==> src/rtl/core/fts_pkg.sv <==
// ----------------------------------------------------------------------------
// fts_pkg - file type sniffer shared definitions
// Kind codes, configuration indexes, reset values, magic numbers, tag
// characters and the snapshot record passed from the byte stage onward.
// ----------------------------------------------------------------------------
package fts_pkg;

    // Number of leading content bytes kept for magic-number tests
    localparam int unsigned PREFIX_BYTES = 8;

    // Result codes
    typedef logic [3:0] t_kind;
    localparam t_kind KIND_BMP    = 4'd0;
    localparam t_kind KIND_JPEG   = 4'd1;
    localparam t_kind KIND_PNG    = 4'd2;
    localparam t_kind KIND_GIF    = 4'd3;
    localparam t_kind KIND_PDF    = 4'd4;
    localparam t_kind KIND_MP3    = 4'd5;
    localparam t_kind KIND_MP4    = 4'd6;
    localparam t_kind KIND_HTML   = 4'd7;
    localparam t_kind KIND_TXT    = 4'd8;
    localparam t_kind KIND_BINARY = 4'd9;

    // Configuration register indexes and reset values
    localparam logic        CFG_TEXT_WINDOW    = 1'b0;
    localparam logic        CFG_MAX_LINE_AVG   = 1'b1;
    localparam logic [15:0] TEXT_WINDOW_RESET  = 16'd512;
    localparam logic [15:0] MAX_LINE_AVG_RESET = 16'd200;

    // Special characters
    localparam logic [7:0] CHAR_NEWLINE = 8'h0A;
    localparam logic [7:0] CHAR_NUL     = 8'h00;

    // Tag length for "<html" / "<HTML"
    localparam logic [2:0] TAG_LEN = 3'd5;

    // Magic numbers, first content byte in the lowest bits
    localparam logic [15:0] MAGIC_BMP      = 16'h4D42;
    localparam logic [23:0] MAGIC_JPEG     = 24'hFFD8FF;
    localparam logic [7:0]  MAGIC_JPEG_DB  = 8'hDB;
    localparam logic [7:0]  MAGIC_JPEG_E0  = 8'hE0;
    localparam logic [7:0]  MAGIC_JPEG_E1  = 8'hE1;
    localparam logic [63:0] MAGIC_PNG      = 64'h0A1A0A0D474E5089;
    localparam logic [31:0] MAGIC_GIF      = 32'h38464947;
    localparam logic [7:0]  MAGIC_GIF_87   = 8'h37;
    localparam logic [7:0]  MAGIC_GIF_89   = 8'h39;
    localparam logic [7:0]  MAGIC_GIF_A    = 8'h61;
    localparam logic [31:0] MAGIC_PDF      = 32'h46445025;
    localparam logic [15:0] MAGIC_MP3_SYNC = 16'hFBFF;
    localparam logic [23:0] MAGIC_MP3_ID3  = 24'h334449;
    localparam logic [31:0] MAGIC_FTYP     = 32'h70797466;

    // Snapshot of the per-content state taken on the last beat
    typedef struct packed {
        logic [63:0] lead;    // leading bytes
        logic [3:0]  cnt8;    // bytes seen, clipped at PREFIX_BYTES
        logic        nul;     // NUL inside the text window
        logic        tag;     // html tag seen
        logic [15:0] size;    // min(text_window, bytes seen)
        logic [16:0] lines;   // newlines in window + 1
    } t_snap;

    // Character idx of "<html" (upper = 0) or "<HTML" (upper = 1)
    function automatic logic [7:0] tag_char(input logic upper, input logic [2:0] idx);
        logic [7:0] c;
        case (idx)
            3'd0:    c = 8'h3C;
            3'd1:    c = upper ? 8'h48 : 8'h68;
            3'd2:    c = upper ? 8'h54 : 8'h74;
            3'd3:    c = upper ? 8'h4D : 8'h6D;
            3'd4:    c = upper ? 8'h4C : 8'h6C;
            default: c = 8'h00;
        endcase
        return c;
    endfunction

endpackage

==> src/rtl/core/file_type_sniffer_top.sv <==
// ----------------------------------------------------------------------------
// file_type_sniffer_top - byte stream file type classifier
// Collects prefix bytes, window newline/NUL statistics and html tag matches
// per content, and on the last beat emits one file kind code.
// ----------------------------------------------------------------------------
//
//  channel   | direction | beat contents
//  ----------+-----------+---------------------------------------------------
//  s (in)    | slave     | tdata[7:0] data_byte, tuser byte_valid,
//            |           | tlast end_of_content
//  m (out)   | master    | tdata[3:0] file_kind, tdata[7:4] zero
//  cfg       | write     | addr 0 text_window, addr 1 max_line_average
//
//  One input beat per clock while the input is not stalled. A result passes
//  from the input register through the snapshot, multiply and output
//  registers; the single 17x17 line-budget multiply has its own stage.
//  Reset (synchronous, active low) clears all counters and valid bits and
//  restores the configuration defaults. Non-last beats keep flowing while a
//  result waits; a last beat stalls the input only when all result stages
//  downstream are full.
// ----------------------------------------------------------------------------
module file_type_sniffer_top (
    input  logic        i_clk,
    input  logic        i_rst_n,
    // configuration write port
    input  logic        i_cfg_we,
    input  logic        i_cfg_addr,
    input  logic [15:0] i_cfg_wdata,
    // input stream
    input  logic        i_s_tvalid,
    output logic        o_s_tready,
    input  logic [7:0]  i_s_tdata,   // [7:0] data_byte
    input  logic        i_s_tuser,   // [0] byte_valid
    input  logic        i_s_tlast,   // end_of_content
    // output stream
    output logic        o_m_tvalid,
    input  logic        i_m_tready,
    output logic [7:0]  o_m_tdata    // [3:0] file_kind, [7:4] zero
);

    // ------------------------------------------------------------------
    // Tag matcher step: returns {found, next progress}
    // ------------------------------------------------------------------
    function automatic logic [3:0] tag_step(input logic upper, input logic [2:0] prog,
                                            input logic [7:0] b);
        logic [2:0] p;
        logic       hit;
        hit = 1'b0;
        if (prog < fts_pkg::TAG_LEN && b == fts_pkg::tag_char(upper, prog)) begin
            p = prog + 3'd1;
            if (p == fts_pkg::TAG_LEN) begin
                hit = 1'b1;
                p   = 3'd0;
            end
        end else begin
            p = (b == fts_pkg::tag_char(upper, 3'd0)) ? 3'd1 : 3'd0;
        end
        return {hit, p};
    endfunction

    // ------------------------------------------------------------------
    // Configuration registers
    // ------------------------------------------------------------------
    logic [15:0] r_text_window;
    logic [15:0] r_max_line_avg;

    always_ff @(posedge i_clk) begin
        if (!i_rst_n) begin
            r_text_window  <= fts_pkg::TEXT_WINDOW_RESET;
            r_max_line_avg <= fts_pkg::MAX_LINE_AVG_RESET;
        end else if (i_cfg_we) begin
            case (i_cfg_addr)
                fts_pkg::CFG_TEXT_WINDOW:  r_text_window  <= i_cfg_wdata;
                fts_pkg::CFG_MAX_LINE_AVG: r_max_line_avg <= i_cfg_wdata;
                default:                   r_text_window  <= r_text_window;
            endcase
        end
    end

    // ------------------------------------------------------------------
    // Stage handshakes
    // ------------------------------------------------------------------
    logic r_in_valid, r_in_bvalid, r_in_last;
    logic [7:0] r_in_byte;
    logic r_cls_valid, r_mul_valid, r_out_valid;
    logic out_free, mul_free, cls_free, a_adv, a_fire, b_fire, c_fire, s_accept;

    assign out_free   = !r_out_valid || i_m_tready;
    assign mul_free   = !r_mul_valid || out_free;
    assign cls_free   = !r_cls_valid || mul_free;
    assign a_adv      = !r_in_last || cls_free;
    assign a_fire     = r_in_valid && a_adv;
    assign b_fire     = r_cls_valid && mul_free;
    assign c_fire     = r_mul_valid && out_free;
    assign o_s_tready = !r_in_valid || a_adv;
    assign s_accept   = i_s_tvalid && o_s_tready;

    // Input register
    always_ff @(posedge i_clk) begin
        if (!i_rst_n) begin
            r_in_valid <= 1'b0;
        end else if (s_accept) begin
            r_in_valid <= 1'b1;
        end else if (a_fire) begin
            r_in_valid <= 1'b0;
        end
    end

    always_ff @(posedge i_clk) begin
        if (s_accept) begin
            r_in_byte   <= i_s_tdata;
            r_in_bvalid <= i_s_tuser;
            r_in_last   <= i_s_tlast;
        end
    end

    // ------------------------------------------------------------------
    // Byte stage: per-content state update
    // ------------------------------------------------------------------
    logic [63:0] r_lead, n_lead;
    logic [15:0] r_bytes_seen, n_bytes_seen;
    logic [15:0] r_newlines, n_newlines;
    logic        r_nul, n_nul;
    logic [2:0]  r_lower_prog, n_lower_prog;
    logic [2:0]  r_upper_prog, n_upper_prog;
    logic        r_tag_found, n_tag_found;
    logic [3:0]  lower_res, upper_res;
    logic        in_window;
    fts_pkg::t_snap snap, r_cls;

    assign in_window = r_bytes_seen < r_text_window;
    assign lower_res = tag_step(1'b0, r_lower_prog, r_in_byte);
    assign upper_res = tag_step(1'b1, r_upper_prog, r_in_byte);

    always_comb begin
        n_lead       = r_lead;
        n_bytes_seen = r_bytes_seen;
        n_newlines   = r_newlines;
        n_nul        = r_nul;
        n_lower_prog = r_lower_prog;
        n_upper_prog = r_upper_prog;
        n_tag_found  = r_tag_found;
        if (r_in_bvalid) begin
            // prefix lanes
            for (int k = 0; k < fts_pkg::PREFIX_BYTES; k++) begin
                if (r_bytes_seen == 16'(k)) begin
                    n_lead[8*k +: 8] = r_in_byte;
                end
            end
            // window statistics
            if (in_window) begin
                if (r_in_byte == fts_pkg::CHAR_NEWLINE) begin
                    if (r_newlines != 16'hFFFF) begin
                        n_newlines = r_newlines + 16'd1;
                    end
                end else if (r_in_byte == fts_pkg::CHAR_NUL) begin
                    n_nul = 1'b1;
                end
            end
            // tag matchers
            n_lower_prog = lower_res[2:0];
            n_upper_prog = upper_res[2:0];
            n_tag_found  = r_tag_found || lower_res[3] || upper_res[3];
            if (r_bytes_seen != 16'hFFFF) begin
                n_bytes_seen = r_bytes_seen + 16'd1;
            end
        end
    end

    // Snapshot for classification
    always_comb begin
        snap.lead  = n_lead;
        snap.cnt8  = (n_bytes_seen >= 16'(fts_pkg::PREFIX_BYTES)) ?
                     4'(fts_pkg::PREFIX_BYTES) : n_bytes_seen[3:0];
        snap.nul   = n_nul;
        snap.tag   = n_tag_found;
        snap.size  = (n_bytes_seen < r_text_window) ? n_bytes_seen : r_text_window;
        snap.lines = {1'b0, n_newlines} + 17'd1;
    end

    always_ff @(posedge i_clk) begin
        if (!i_rst_n) begin
            r_lead       <= '0;
            r_bytes_seen <= '0;
            r_newlines   <= '0;
            r_nul        <= 1'b0;
            r_lower_prog <= '0;
            r_upper_prog <= '0;
            r_tag_found  <= 1'b0;
        end else if (a_fire) begin
            if (r_in_last) begin
                r_lead       <= '0;
                r_bytes_seen <= '0;
                r_newlines   <= '0;
                r_nul        <= 1'b0;
                r_lower_prog <= '0;
                r_upper_prog <= '0;
                r_tag_found  <= 1'b0;
            end else begin
                r_lead       <= n_lead;
                r_bytes_seen <= n_bytes_seen;
                r_newlines   <= n_newlines;
                r_nul        <= n_nul;
                r_lower_prog <= n_lower_prog;
                r_upper_prog <= n_upper_prog;
                r_tag_found  <= n_tag_found;
            end
        end
    end

    // Snapshot register
    always_ff @(posedge i_clk) begin
        if (!i_rst_n) begin
            r_cls_valid <= 1'b0;
        end else if (a_fire && r_in_last) begin
            r_cls_valid <= 1'b1;
        end else if (b_fire) begin
            r_cls_valid <= 1'b0;
        end
    end

    always_ff @(posedge i_clk) begin
        if (a_fire && r_in_last) begin
            r_cls <= snap;
        end
    end

    // ------------------------------------------------------------------
    // Multiply stage: prefix decode and line budget (max_avg+1)*lines.
    // size / lines <= max_avg  <=>  size < (max_avg + 1) * lines
    // ------------------------------------------------------------------
    logic        pfx_hit;
    fts_pkg::t_kind pfx_kind;
    logic [63:0] ld;
    logic [16:0] avg_p1;
    logic [33:0] n_budget;
    logic        r_mul_pfx_hit, r_mul_nul, r_mul_tag;
    fts_pkg::t_kind r_mul_pfx_kind;
    logic [15:0] r_mul_size;
    logic [33:0] r_mul_budget;

    assign ld       = r_cls.lead;
    assign avg_p1   = {1'b0, r_max_line_avg} + 17'd1;
    assign n_budget = avg_p1 * r_cls.lines;

    // Magic tests in priority order
    always_comb begin
        pfx_hit  = 1'b1;
        pfx_kind = fts_pkg::KIND_BINARY;
        if (r_cls.cnt8 >= 4'd2 && ld[15:0] == fts_pkg::MAGIC_BMP) begin
            pfx_kind = fts_pkg::KIND_BMP;
        end else if (r_cls.cnt8 >= 4'd4 && ld[23:0] == fts_pkg::MAGIC_JPEG &&
                     (ld[31:24] == fts_pkg::MAGIC_JPEG_DB ||
                      ld[31:24] == fts_pkg::MAGIC_JPEG_E0 ||
                      ld[31:24] == fts_pkg::MAGIC_JPEG_E1)) begin
            pfx_kind = fts_pkg::KIND_JPEG;
        end else if (r_cls.cnt8 >= 4'd8 && ld == fts_pkg::MAGIC_PNG) begin
            pfx_kind = fts_pkg::KIND_PNG;
        end else if (r_cls.cnt8 >= 4'd6 && ld[31:0] == fts_pkg::MAGIC_GIF &&
                     (ld[39:32] == fts_pkg::MAGIC_GIF_87 ||
                      ld[39:32] == fts_pkg::MAGIC_GIF_89) &&
                     ld[47:40] == fts_pkg::MAGIC_GIF_A) begin
            pfx_kind = fts_pkg::KIND_GIF;
        end else if (r_cls.cnt8 >= 4'd4 && ld[31:0] == fts_pkg::MAGIC_PDF) begin
            pfx_kind = fts_pkg::KIND_PDF;
        end else if ((r_cls.cnt8 >= 4'd2 && ld[15:0] == fts_pkg::MAGIC_MP3_SYNC) ||
                     (r_cls.cnt8 >= 4'd3 && ld[23:0] == fts_pkg::MAGIC_MP3_ID3)) begin
            pfx_kind = fts_pkg::KIND_MP3;
        end else if (r_cls.cnt8 >= 4'd8 && ld[63:32] == fts_pkg::MAGIC_FTYP) begin
            pfx_kind = fts_pkg::KIND_MP4;
        end else begin
            pfx_hit = 1'b0;
        end
    end

    always_ff @(posedge i_clk) begin
        if (!i_rst_n) begin
            r_mul_valid <= 1'b0;
        end else if (b_fire) begin
            r_mul_valid <= 1'b1;
        end else if (c_fire) begin
            r_mul_valid <= 1'b0;
        end
    end

    always_ff @(posedge i_clk) begin
        if (b_fire) begin
            r_mul_pfx_hit  <= pfx_hit;
            r_mul_pfx_kind <= pfx_kind;
            r_mul_nul      <= r_cls.nul;
            r_mul_tag      <= r_cls.tag;
            r_mul_size     <= r_cls.size;
            r_mul_budget   <= n_budget;
        end
    end

    // ------------------------------------------------------------------
    // Output register: final decision
    // ------------------------------------------------------------------
    fts_pkg::t_kind kind, r_out_kind;
    logic is_text;

    assign is_text = {18'd0, r_mul_size} < r_mul_budget;

    always_comb begin
        if (r_mul_pfx_hit) begin
            kind = r_mul_pfx_kind;
        end else if (r_mul_nul || !is_text) begin
            kind = fts_pkg::KIND_BINARY;
        end else begin
            kind = r_mul_tag ? fts_pkg::KIND_HTML : fts_pkg::KIND_TXT;
        end
    end

    always_ff @(posedge i_clk) begin
        if (!i_rst_n) begin
            r_out_valid <= 1'b0;
        end else if (c_fire) begin
            r_out_valid <= 1'b1;
        end else if (i_m_tready) begin
            r_out_valid <= 1'b0;
        end
    end

    always_ff @(posedge i_clk) begin
        if (c_fire) begin
            r_out_kind <= kind;
        end
    end

    assign o_m_tvalid = r_out_valid;
    assign o_m_tdata  = {4'd0, r_out_kind};

    // ------------------------------------------------------------------
    // Assertions
    // ------------------------------------------------------------------
    a_kind_range: assert property (@(posedge i_clk) disable iff (!i_rst_n)
        r_out_valid |-> r_out_kind <= fts_pkg::KIND_BINARY)
        else $error("file kind out of range");

    a_tag_prog: assert property (@(posedge i_clk) disable iff (!i_rst_n)
        r_lower_prog < fts_pkg::TAG_LEN && r_upper_prog < fts_pkg::TAG_LEN)
        else $error("tag progress reached full length");

    a_nl_le_bytes: assert property (@(posedge i_clk) disable iff (!i_rst_n)
        r_newlines <= r_bytes_seen)
        else $error("more newlines than bytes");

    a_clear_on_last: assert property (@(posedge i_clk) disable iff (!i_rst_n)
        (a_fire && r_in_last) |=> (r_bytes_seen == 16'd0 && !r_nul && !r_tag_found))
        else $error("state not cleared after last beat");

    a_last_to_snap: assert property (@(posedge i_clk) disable iff (!i_rst_n)
        (a_fire && r_in_last) |=> r_cls_valid)
        else $error("last beat did not reach snapshot stage");

endmodule

==> config.mk <==
export PLATFORM = sky130hd
export DESIGN_NAME = file_type_sniffer_top
export DESIGN_NICKNAME = d
export VERILOG_FILES = /design/src/rtl/core/fts_pkg.sv /design/src/rtl/core/file_type_sniffer_top.sv
export SDC_FILE = /design/constraint.sdc
export NUM_CORES = 1
export LEC_CHECK = 0
export BUFFER_PORTS_ARGS = -buffer_cell sky130_fd_sc_hd__clkbuf_2
export CORE_UTILIZATION = 60
export DETAILED_ROUTE_END_ITERATION = 10
export HOLD_SLACK_MARGIN = 0.12
export PLACE_DENSITY = 0.77
export SLEW_MARGIN = 10
export SYNTH_ARGS = -nofsm -noshare
export SYNTH_HDL_FRONTEND = slang
export SYNTH_SLANG_ARGS = --single-unit
==> constraint.sdc <==
create_clock -name i_clk -period 16.49 [get_ports i_clk]
set_input_delay 3.298 -clock i_clk [delete_from_list [all_inputs] [get_ports i_clk]]
set_output_delay 3.298 -clock i_clk [all_outputs]
set_load 0.005 [all_outputs]
==> results of run 1 <==
-- through the flow --
step / worst slack, ps / cells / total power, W / util, % / instance area (sq um)
after floorplan: 8380 / 2510 / 0.00142 / - / 24800
after global placement: 8670 / 2981 / 0.00158 / 62.3 / 25400
after detailed placement: 8490 / 2981 / 0.00160 / 62.3 / 25400
after CTS: 8460 / 3039 / 0.00232 / 64.9 / 26400
after global routing: 7840 / 3039 / 0.00245 / 64.9 / 26400
final: 8350 / 3039 / 0.00231 / 64.9 / 26400
-- cell type report --
type	count	area [sq um]	share of cell area, %
inverters	352	1320	5.00
well taps	532	666	2.52
multi-input cells	1731	15100	57.0
repair buffers	52	300	1.14
clock inverters	11	119	0.450
flip-flops and latches	314	8030	30.4
clock buffers	47	927	3.51
-- cells by family after synthesis --
| kind of cell | count (synthesis) | share of synthesized area (%) |
|---|---|---|
| XOR/XNOR | 77 | 2.72 |
| multiplexers | 89 | 4.01 |
| adder cells (fa/ha/maj) | 394 | 26.7 |
| AO/OA/AOI/OAI | 309 | 8.71 |
| flip-flops | 314 | 32.4 |
| other | 1 | 0.0151 |
| AND/OR/NAND/NOR | 858 | 18.3 |
| buffers and inverters | 465 | 7.16 |
-- metal layers --
layer  global-route usage [%]  vias up
li1                         -     8267
met1                     35.9     8884
met2                     50.2      563
met3                     3.80      142
met4                     12.8        0
met5                        0        -
-- sequential cells by signal, summed over array words and instances (netlist names), 3 cells and up --
signal and flops:
r_max_line_avg 16, r_upper_prog 3, r_newlines 16, r_lower_prog 3, r_lead 64, r_mul_budget 34
r_text_window 16, r_bytes_seen 16, ld 64, r_mul_pfx_kind 4, r_in_byte 8, r_mul_size 16
r_cls 39, r_out_kind 4
-- critical path, cell delays in order, from the launching register on --
cell and delay (ps):
dfxtp_1 500, nand3_1 140, nor2_1 190, nand2_1 70
nor2_1 240, nand3_1 170, xnor2_2 790, nand2_1 190
fa_1 580, inv_1 50, fa_1 470, fa_1 540
fa_1 530, fa_1 560, inv_1 60, fa_1 540
inv_1 40, ha_1 360, a21o_1 180, a21o_1 170
a21oi_1 140, o21ai_0 100, a21oi_1 380, o311ai_0 330
a31o_2 310, a21oi_1 160, xnor2_1 90
-- power by group through the flow --
stage	sequential [W]	combinational (W)	clock [W]
after global placement	0.000918	0.000661	0
after floorplan	0.000901	0.000519	0
after detailed placement	0.000918	0.000681	0
final	0.000903	0.000686	0.000719
after global routing	0.000904	0.000785	0.000760
after CTS	0.000902	0.000691	0.000732
-- final timing paths --
path	startpoint	end	slack, ps	depth (start not counted)
setup / recovery	r_max_line_avg[2]$_SDFFE_PN0P_	r_mul_budget[30]$_DFFE_PP_	8350	26
hold / removal	r_cls[20]$_DFFE_PP_	r_mul_size[3]$_DFFE_PP_	410	0
setup reg to reg	r_max_line_avg[2]$_SDFFE_PN0P_	r_mul_budget[30]$_DFFE_PP_	8350	26
hold reg to reg	r_cls[20]$_DFFE_PP_	r_mul_size[3]$_DFFE_PP_	410	0
-- cells in the final DEF (no fill, tap or decap), types with 72 or more instances in the layout --
| cell type | count |
|---|---|
| inv_1 | 352 |
| a22oi_1 | 82 |
| fa_1 | 224 |
| and2_1 | 149 |
| dfxtp_1 | 140 |
| nor2_1 | 72 |
| nor2b_1 | 115 |
| edfxtp_1 | 174 |
| mux2_2 | 82 |
| ha_1 | 170 |
| nand2_1 | 292 |
==> flow_summary.yaml, run 1 <==
route:
  dr_wl_met2_microns: 29100
  dr.pass1.iters: 5
  drc: 0
  routedLengthMet1_microns: 23200
  vias_per_cell: 5.88
  wl_met3_microns: 3280
  drtIter0Drc: 1181
  wl_per_cell_microns: 19.1
  antenna_left: 0
  routed_wl_microns: 58100
  via_count: 17900
  routed.top_layer: "met4"
clocking:
  cts_setup_buffers: 0
  cts_max_level: 1
  tritoncts.num_buffers: 31
  clk_pin_slew_ps: 70
  clockRootBuffer: "clkbuf_16"
  cts_tree: "yes"
  cts_hold_buffers: 0
  cts.sinks: 314
  cts_max_path_buffers: 3
  clk_latency_ps: 580
  cts.repair.resized: 0
timing:
  setup_viol: 0
  max_clock_freq_mhz: 123
  rsz0062_at_grt: "false"
  hold_violations: 0
  timing.slew.headroom_pct: 14.2
  worst_pin_slew_ps: 1280
  drv_slew: 0
  tns_ps: 0
  finalCriticalPeriod_ps: 8140
  fin_crit_sh_pct: 49.3
  whs_ps: 412
  skew_ps: 15.6
finish:
  nFillCells: 3273
  fin_nets: 2908
  area_delta_synth_final_pct: 6.73
  drive_gt1_share_pct: 9.17
  antenna_cells: 0
power_and_ir_drop:
  power.switching_w: 0.000739
  pwr-share-comb_pct: 29.7
  clkPwrFrac_pct: 31.2
  powerDensity_mw_per_mm2: 87.3
  ir_drop_mv: 0.0927
  cellLeakagePower_nw: 11.3
  swShare_pct: 32.0
  share_seq_of_total_power_pct: 39.1
  intPower_w: 0.00157
floorplan:
  fp.dieH_microns: 205
  rows: 74
  die_w_microns: 205
  pin_count: 42
  start_util_pct: 60.8
  core-area_sq_mm: 0.0407
  die_area_sq_mm: 0.0421
synth:
  synth_seq_area_share_pct: 32.4
  yosys-top-cells-count: "352 x inv_1, 293 x nand2_1, 224 x fa_1, 174 x edfxtp_1, 170 x ha_1"
  synth_top_cell_area_share_pct: 21.1
  synthMostInstantiatedCell: "inv_1"
  yosysTopAreaCell: "edfxtp_1"
  syn_avg_cell_area_sq_um: 9.88
  ys_seq_elements: 314
  ys_async_sr_fraction_pct: 0
  synth-edff-count: 174
  synthTopCellsByArea: "edfxtp_1 21%, fa_1 18%, dfxtp_1 11%, ha_1 8.6%, inv_1 5.3%"
  synth_warnings: 0
  synth_area_sq_mm: 0.0248
  synth_ff_type: "edfxtp_1"
  synthCells: 2507
  ys_types: 79
grt:
  grt_max_degree: 132
  grt.total_usage_pct: 28.8
  grt_pass1_wl_microns: 95300
  grt_overflow: 0
  grt_antenna_before_repair: 0
  grt_pass1_vias: 18600
placed_design:
  io_buffers: 37
  gp_congestion: 0.925
  dpl.hpwl_microns: 42400
setup_path:
  crit_arrival_ps: 8460
  setup.worst_path.end_class: "register"
  critical_path_class: "register to register"
  cp-start-kind: "register"
  cp_max_fo: 17
  cp.required_ps: 16810
min_path:
  min_path_type: "register to register"
flow_run:
  drv_cap: 0
status:
  status: "completed"
(Power assumes the default switching activity.)
==> run 2: changes to the inputs <==
- ABC_AREA: unset -> 1
- clock period: 16.49 -> 8.4 ns (I/O delays scaled with it)
==> run 2 against run 1 <==
Compared with the run above:
- synthesized area is 2.0% higher
- utilization grew 0.83 points
- first-iteration DRC count up 54%
- synthesized cell count grew 23%
- die area rose by 2.0%
- final cell count grew 20%
- global-route usage increased by 5.2 points
- combinational power grew to 5.2 times the previous value
- count of clock-buffer cells in the layout is 4 higher
- flip-flop and latch count unchanged
- critical endpoint is now r_mul_budget[32]$_DFFE_PP_
==> flow_summary.yaml, run 2 <==
floorplan:
  die_area_sq_mm: 0.0429
  pin_count: 42
  die_w_microns: 207
  core-area_sq_mm: 0.0412
  start_util_pct: 61.3
  rows: 74
  fp.dieH_microns: 207
clocking:
  cts_max_level: 2
  clk_latency_ps: 560
  cts_tree: "yes"
  cts.sinks: 314
  cts_hold_buffers: 0
  clk_pin_slew_ps: 60
  cts_setup_buffers: 0
  tritoncts.num_buffers: 35
  cts_max_path_buffers: 3
  clockRootBuffer: "clkbuf_16"
  cts.repair.resized: 0
synth:
  syn_avg_cell_area_sq_um: 8.19
  ys_async_sr_fraction_pct: 0
  synth_seq_area_share_pct: 31.8
  synth-adder-area-share_pct: 26.2
  synth_area_sq_mm: 0.0253
  synth_top_cell_area_share_pct: 20.7
  yosys.area_share.xor_xnor_pct: 2.15
  synth-edff-count: 174
  ys_seq_elements: 314
  ys_types: 60
  synth_top_family_by_area: "adder cells"
  yosys.area_share.simple_pct: 22.0
  yosysTopAreaCell: "edfxtp_1"
  synthCells: 3084
  yosys-top-cells-count: "742 x nand2_1, 532 x inv_1, 252 x nor2_1, 224 x fa_1, 189 x a21oi_1"
  synth_compound_area_share_pct: 8.04
  synth_ff_type: "edfxtp_1"
  synthMostInstantiatedCell: "nand2_1"
  synth_warnings: 0
  synthTopCellsByArea: "edfxtp_1 21%, fa_1 18%, dfxtp_1 11%, nand2_1 11%, ha_1 8.4%"
  synthMuxAreaShare_pct: 0
route:
  drc: 0
  routed_wl_microns: 70600
  wl_per_cell_microns: 19.4
  antenna_left: 0
  drtIter0Drc: 1821
  dr.pass1.iters: 5
  vias_per_cell: 5.75
  via_count: 21000
finish:
  layout_commonest_cell: "nand2_1"
  drive_gt1_share_pct: 6.43
  fin_util_pct: 65.7
  final_cell_mix: "741 x nand2_1, 530 x inv_1, 251 x nor2_1"
  antenna_cells: 0
  area_delta_synth_final_pct: 7.17
  fin_nets: 3509
setup_path:
  crit_arrival_ps: 8020
  cp_max_fo: 13
  critical_path_class: "register to register"
  cp_slowest_stage_delay_ps: 550
  cp_common_cell: "fa_1"
  setup.worst_path.end_class: "register"
  rrSetupSlack_ps: 660
  critPathBufInv: 6
  slowest_stage: "fa_1"
  cp-start-kind: "register"
  cp.required_ps: 8670
  crit_family: "adder cells"
status:
  status: "completed"
min_path:
  min_path_type: "register to register"
power_and_ir_drop:
  ir_drop_mv: 0.394
  powerDensity_mw_per_mm2: 260
  cellLeakagePower_nw: 12.3
timing:
  whs_ps: 417
  drv_slew: 0
  worst_pin_slew_ps: 1110
  max_clock_freq_mhz: 129
  rsz0062_at_grt: "false"
  tns_ps: 0
  fin_crit_sh_pct: 92.2
  finalCriticalPeriod_ps: 7740
  timing.slew.headroom_pct: 25.8
  setup_viol: 0
  hold_violations: 0
  skew_ps: 33.0
grt:
  grt_overflow: 0
  grt_antenna_before_repair: 0
  grt_pass1_vias: 21600
  grt_max_degree: 100
  grt_pass1_wl_microns: 114000
  grt.total_usage_pct: 34.0
placed_design:
  gp_congestion: 1.03
  dpl.hpwl_microns: 53800
  io_buffers: 37
flow_run:
  drv_cap: 0
==> run 2: logic make-up after synthesis <==
group,count (synthesis)
AND/OR/NAND/NOR,1288
buffers and inverters,653
adder cells (fa/ha/maj),394
AO/OA/AOI/OAI,374
flip-flops,314
XOR/XNOR,60
other,1
==> run 2: layout make-up <==
class / count / area (sq um)
Clock buffer: 51 / 1010
Sequential cell: 314 / 8030
Fill cell: 3470 / 14100
Tap cell: 532 / 666
Multi-Input combinational cell: 2120 / 14800
Clock inverter: 13 / 183
Inverter: 557 / 2090
Timing Repair Buffer: 55 / 320
==> run 2: path summary, 6_finish.rpt <==
kind,end,from,cells past startpoint
setup reg to reg,r_mul_budget[32]$_DFFE_PP_,r_max_line_avg[0]$_SDFFE_PN0P_,26
setup / recovery,r_mul_budget[32]$_DFFE_PP_,r_max_line_avg[0]$_SDFFE_PN0P_,26
hold / removal,r_mul_size[15]$_DFFE_PP_,r_cls[32]$_DFFE_PP_,0
hold reg to reg,r_mul_size[15]$_DFFE_PP_,r_cls[32]$_DFFE_PP_,0
==> run 2: where the power goes <==
group	switching [W]	internal [W]	leakage, nW
logic	0.00229	0.00125	8.97
clock network	0.000653	0.000938	0.578
registers	0.0000537	0.00185	2.75
==> run 2: worst register-to-register path, cell delays in order, from the launching register on <==
cell and delay (ps):
dfxtp_1 380, buf_4 240, inv_1 190, nor3_2 350
nand2_1 120, nor4_1 480, nand2_1 130, nand2_2 210
clkinv_1 320, nand2_1 180, fa_1 470, fa_1 540
inv_1 50, fa_1 480, fa_1 520, fa_1 550
inv_1 60, fa_1 530, inv_1 50, ha_1 350
nand2_1 150, o21ai_0 110, a21oi_1 150, a21boi_0 380
o21bai_1 190, a21oi_1 200, xor2_1 90
==> run 2: metrics by stage <==
| step | total power (W) | setup WS [ps] | instances | cell area [sq um] |
|---|---|---|---|---|
| floorplan | 0.00439 | 1670 | 3087 | 25300 |
| global placement | 0.00541 | 981 | 3578 | 25900 |
| detailed placement | 0.00540 | 784 | 3578 | 25900 |
| CTS | 0.00703 | 760 | 3642 | 27100 |
| global route | 0.00758 | 156 | 3642 | 27100 |
| finish | 0.00703 | 656 | 3642 | 27100 |
==> run 2: routing by layer <==
layer  track usage, %  part of all wire (%)  vias up
met5                0                     0        -
met4             22.2                   7.3        0
met3             5.04                   7.3      236
met2             56.1                    46      900
met1             41.9                    39    10100
li1                 -                     -     9757
==> run 3: changes to the inputs <==
- ABC_CLOCK_PERIOD_IN_PS: unset -> 8400
- CTS_BUF_LIST: unset -> sky130_fd_sc_hd__clkbuf_4 sky130_fd_sc_hd__clkbuf_8
==> run 3 against run 2 <==
Compared with the run above:
- register-to-register slack about the same
- final area is essentially flat
- worst setup slack lost 11 ps
==> flow_summary.yaml, run 3 (synthesis gave the netlist of run 2 again) <==
floorplan:
  die_area_sq_mm: 0.0429
  die_w_microns: 207
  rows: 74
  core-area_sq_mm: 0.0412
  fp.dieH_microns: 207
  pin_count: 42
  start_util_pct: 61.3
timing:
  layout_setup_ws_ps: 644
  skew_ps: 47.9
  worst_pin_slew_ps: 1140
  fin_crit_sh_pct: 92.3
  tns_ps: 0
  max_clock_freq_mhz: 129
  timing.slew.headroom_pct: 24.1
  hold_violations: 0
  rsz0062_at_grt: "false"
  drv_slew: 0
  setup_viol: 0
  finalCriticalPeriod_ps: 7760
power_and_ir_drop:
  cellLeakagePower_nw: 12.3
  ir_drop_mv: 0.393
  powerDensity_mw_per_mm2: 257
setup_path:
  cp.required_ps: 8760
  cp-start-kind: "register"
  critPathBufInv: 6
  slowest_stage: "fa_1"
  crit_family: "adder cells"
  cp_common_cell: "fa_1"
  rrSetupSlack_ps: 640
  cp_max_fo: 13
  crit_arrival_ps: 8120
  cp_num_cells: 27
  startpoint: "r_max_line_avg[0]$_SDFFE_PN0P_"
  reg2reg_to: "r_mul_budget[32]$_DFFE_PP_"
  rr_worst_depth: 27
  cp_slowest_stage_delay_ps: 570
  crit-reg2reg-launch: "r_max_line_avg[0]$_SDFFE_PN0P_"
  setup.worst_path.end_class: "register"
  critical_path_class: "register to register"
clocking:
  clk_latency_ps: 660
  cts_hold_buffers: 0
  clk_pin_slew_ps: 60
  cts_max_path_buffers: 3
  cts.sinks: 314
  tritoncts.num_buffers: 54
  cts_max_level: 2
  cts.repair.resized: 0
  cts_setup_buffers: 0
  clockRootBuffer: "clkbuf_8"
  cts_tree: "yes"
grt:
  grt.met2_usage_pct: 56.5
  grt_pass1_vias: 21500
  grt.total_usage_pct: 33.9
  grt_use_met1_pct: 42.1
  met3_usage_pct: 4.80
  grt_pass1_wl_microns: 114000
  grt_busiest_layer: "met2"
  grt_overflow: 0
  grt_max_degree: 100
  grt_antenna_before_repair: 0
finish:
  final_cell_mix: "741 x nand2_1, 530 x inv_1, 251 x nor2_1"
  antenna_cells: 0
  final_area_sq_mm: 0.0271
  fin_nets: 3528
  layout_commonest_cell: "nand2_1"
  drive_gt1_share_pct: 7.63
  fin_cells: 3679
  fin_util_pct: 65.7
  area_delta_synth_final_pct: 7.16
min_path:
  holdPathStages: 0
  min-delay-start: "r_cls[32]$_DFFE_PP_"
  min_path_type: "register to register"
  whs_endpoint: "r_mul_size[15]$_DFFE_PP_"
route:
  drtIter0Drc: 1860
  via_count: 21000
  dr.pass1.iters: 6
  drc: 0
  routed_wl_microns: 70700
  antenna_left: 0
  wl_per_cell_microns: 19.2
  vias_per_cell: 5.71
placed_design:
  place_ws_ps: 784
  io_buffers: 37
  gp_congestion: 1.03
  dpl.hpwl_microns: 53800
  dp.cells: 3578
  place_area_sq_mm: 0.0259
status:
  status: "completed"
flow_run:
  drv_cap: 0
-- run 3: changes by cell type in the layout (fill, tap and decap cells not counted), moves of 8 or more --
cell and delta:
clkbuf_1 -11, clkbuf_16 -37, clkbuf_4 +17, clkbuf_8 +63
clkinv_1 +8
-- run 3: worst max path at each step --
stage,end,slack [ps]
floorplan,r_mul_budget[31]$_DFFE_PP_,1670
global placement,r_mul_budget[31]$_DFFE_PP_,980
detailed placement,r_mul_budget[32]$_DFFE_PP_,780
CTS,r_mul_budget[32]$_DFFE_PP_,760
global route,r_mul_budget[31]$_DFFE_PP_,120
finish,r_mul_budget[32]$_DFFE_PP_,640
-- run 3: cell type report --
class	instances	area (sq um)
Tap cell	532	666
Clock inverter	18	153
Sequential cell	314	8030
Fill cell	3478	14100
Multi-Input combinational cell	2120	14800
Clock buffer	83	1040
Inverter	557	2090
Timing Repair Buffer	55	320
-- run 3: where the power goes --
part	total (W)	internal (W)	switching, W	leakage [nW]
Clock	0.00151	0.000852	0.000662	0.627
Sequential	0.00190	0.00185	0.0000547	2.75
Combinational	0.00354	0.00125	0.00229	8.97
Total	0.00696	0.00395	0.00301	12.3
-- run 3: worst reg2reg max path, cell delays in order, from the launching register on --
cell	delay, ps
dfxtp_1	380
buf_4	240
inv_1	190
nor3_2	350
nand2_1	140
nor2_1	130
and3_1	200
or2_2	110
nand2_1	210
inv_1	460
nand2_1	160
fa_1	570
fa_1	430
fa_1	510
inv_1	50
fa_1	460
fa_1	540
inv_1	50
fa_1	530
inv_1	40
ha_1	350
a21oi_1	210
o21ai_0	110
a21oi_1	150
a21boi_0	400
o21bai_1	200
a21oi_1	200
xor2_1	90
-- run 3: per-stage QoR --
stage	total power, W	hold slack [ps]
after detailed placement	0.00540	405
after global routing	0.00750	423
final	0.00696	416
after global placement	0.00541	403
after floorplan	0.00439	400
after CTS	0.00695	418
-- run 3: routing by layer --
metal  up-vias  part of all wire, %
met2       936                   46
met5         -                    0
li1       9793                    -
met4         0                  6.5
met1     10100                   39
met3       205                  7.8
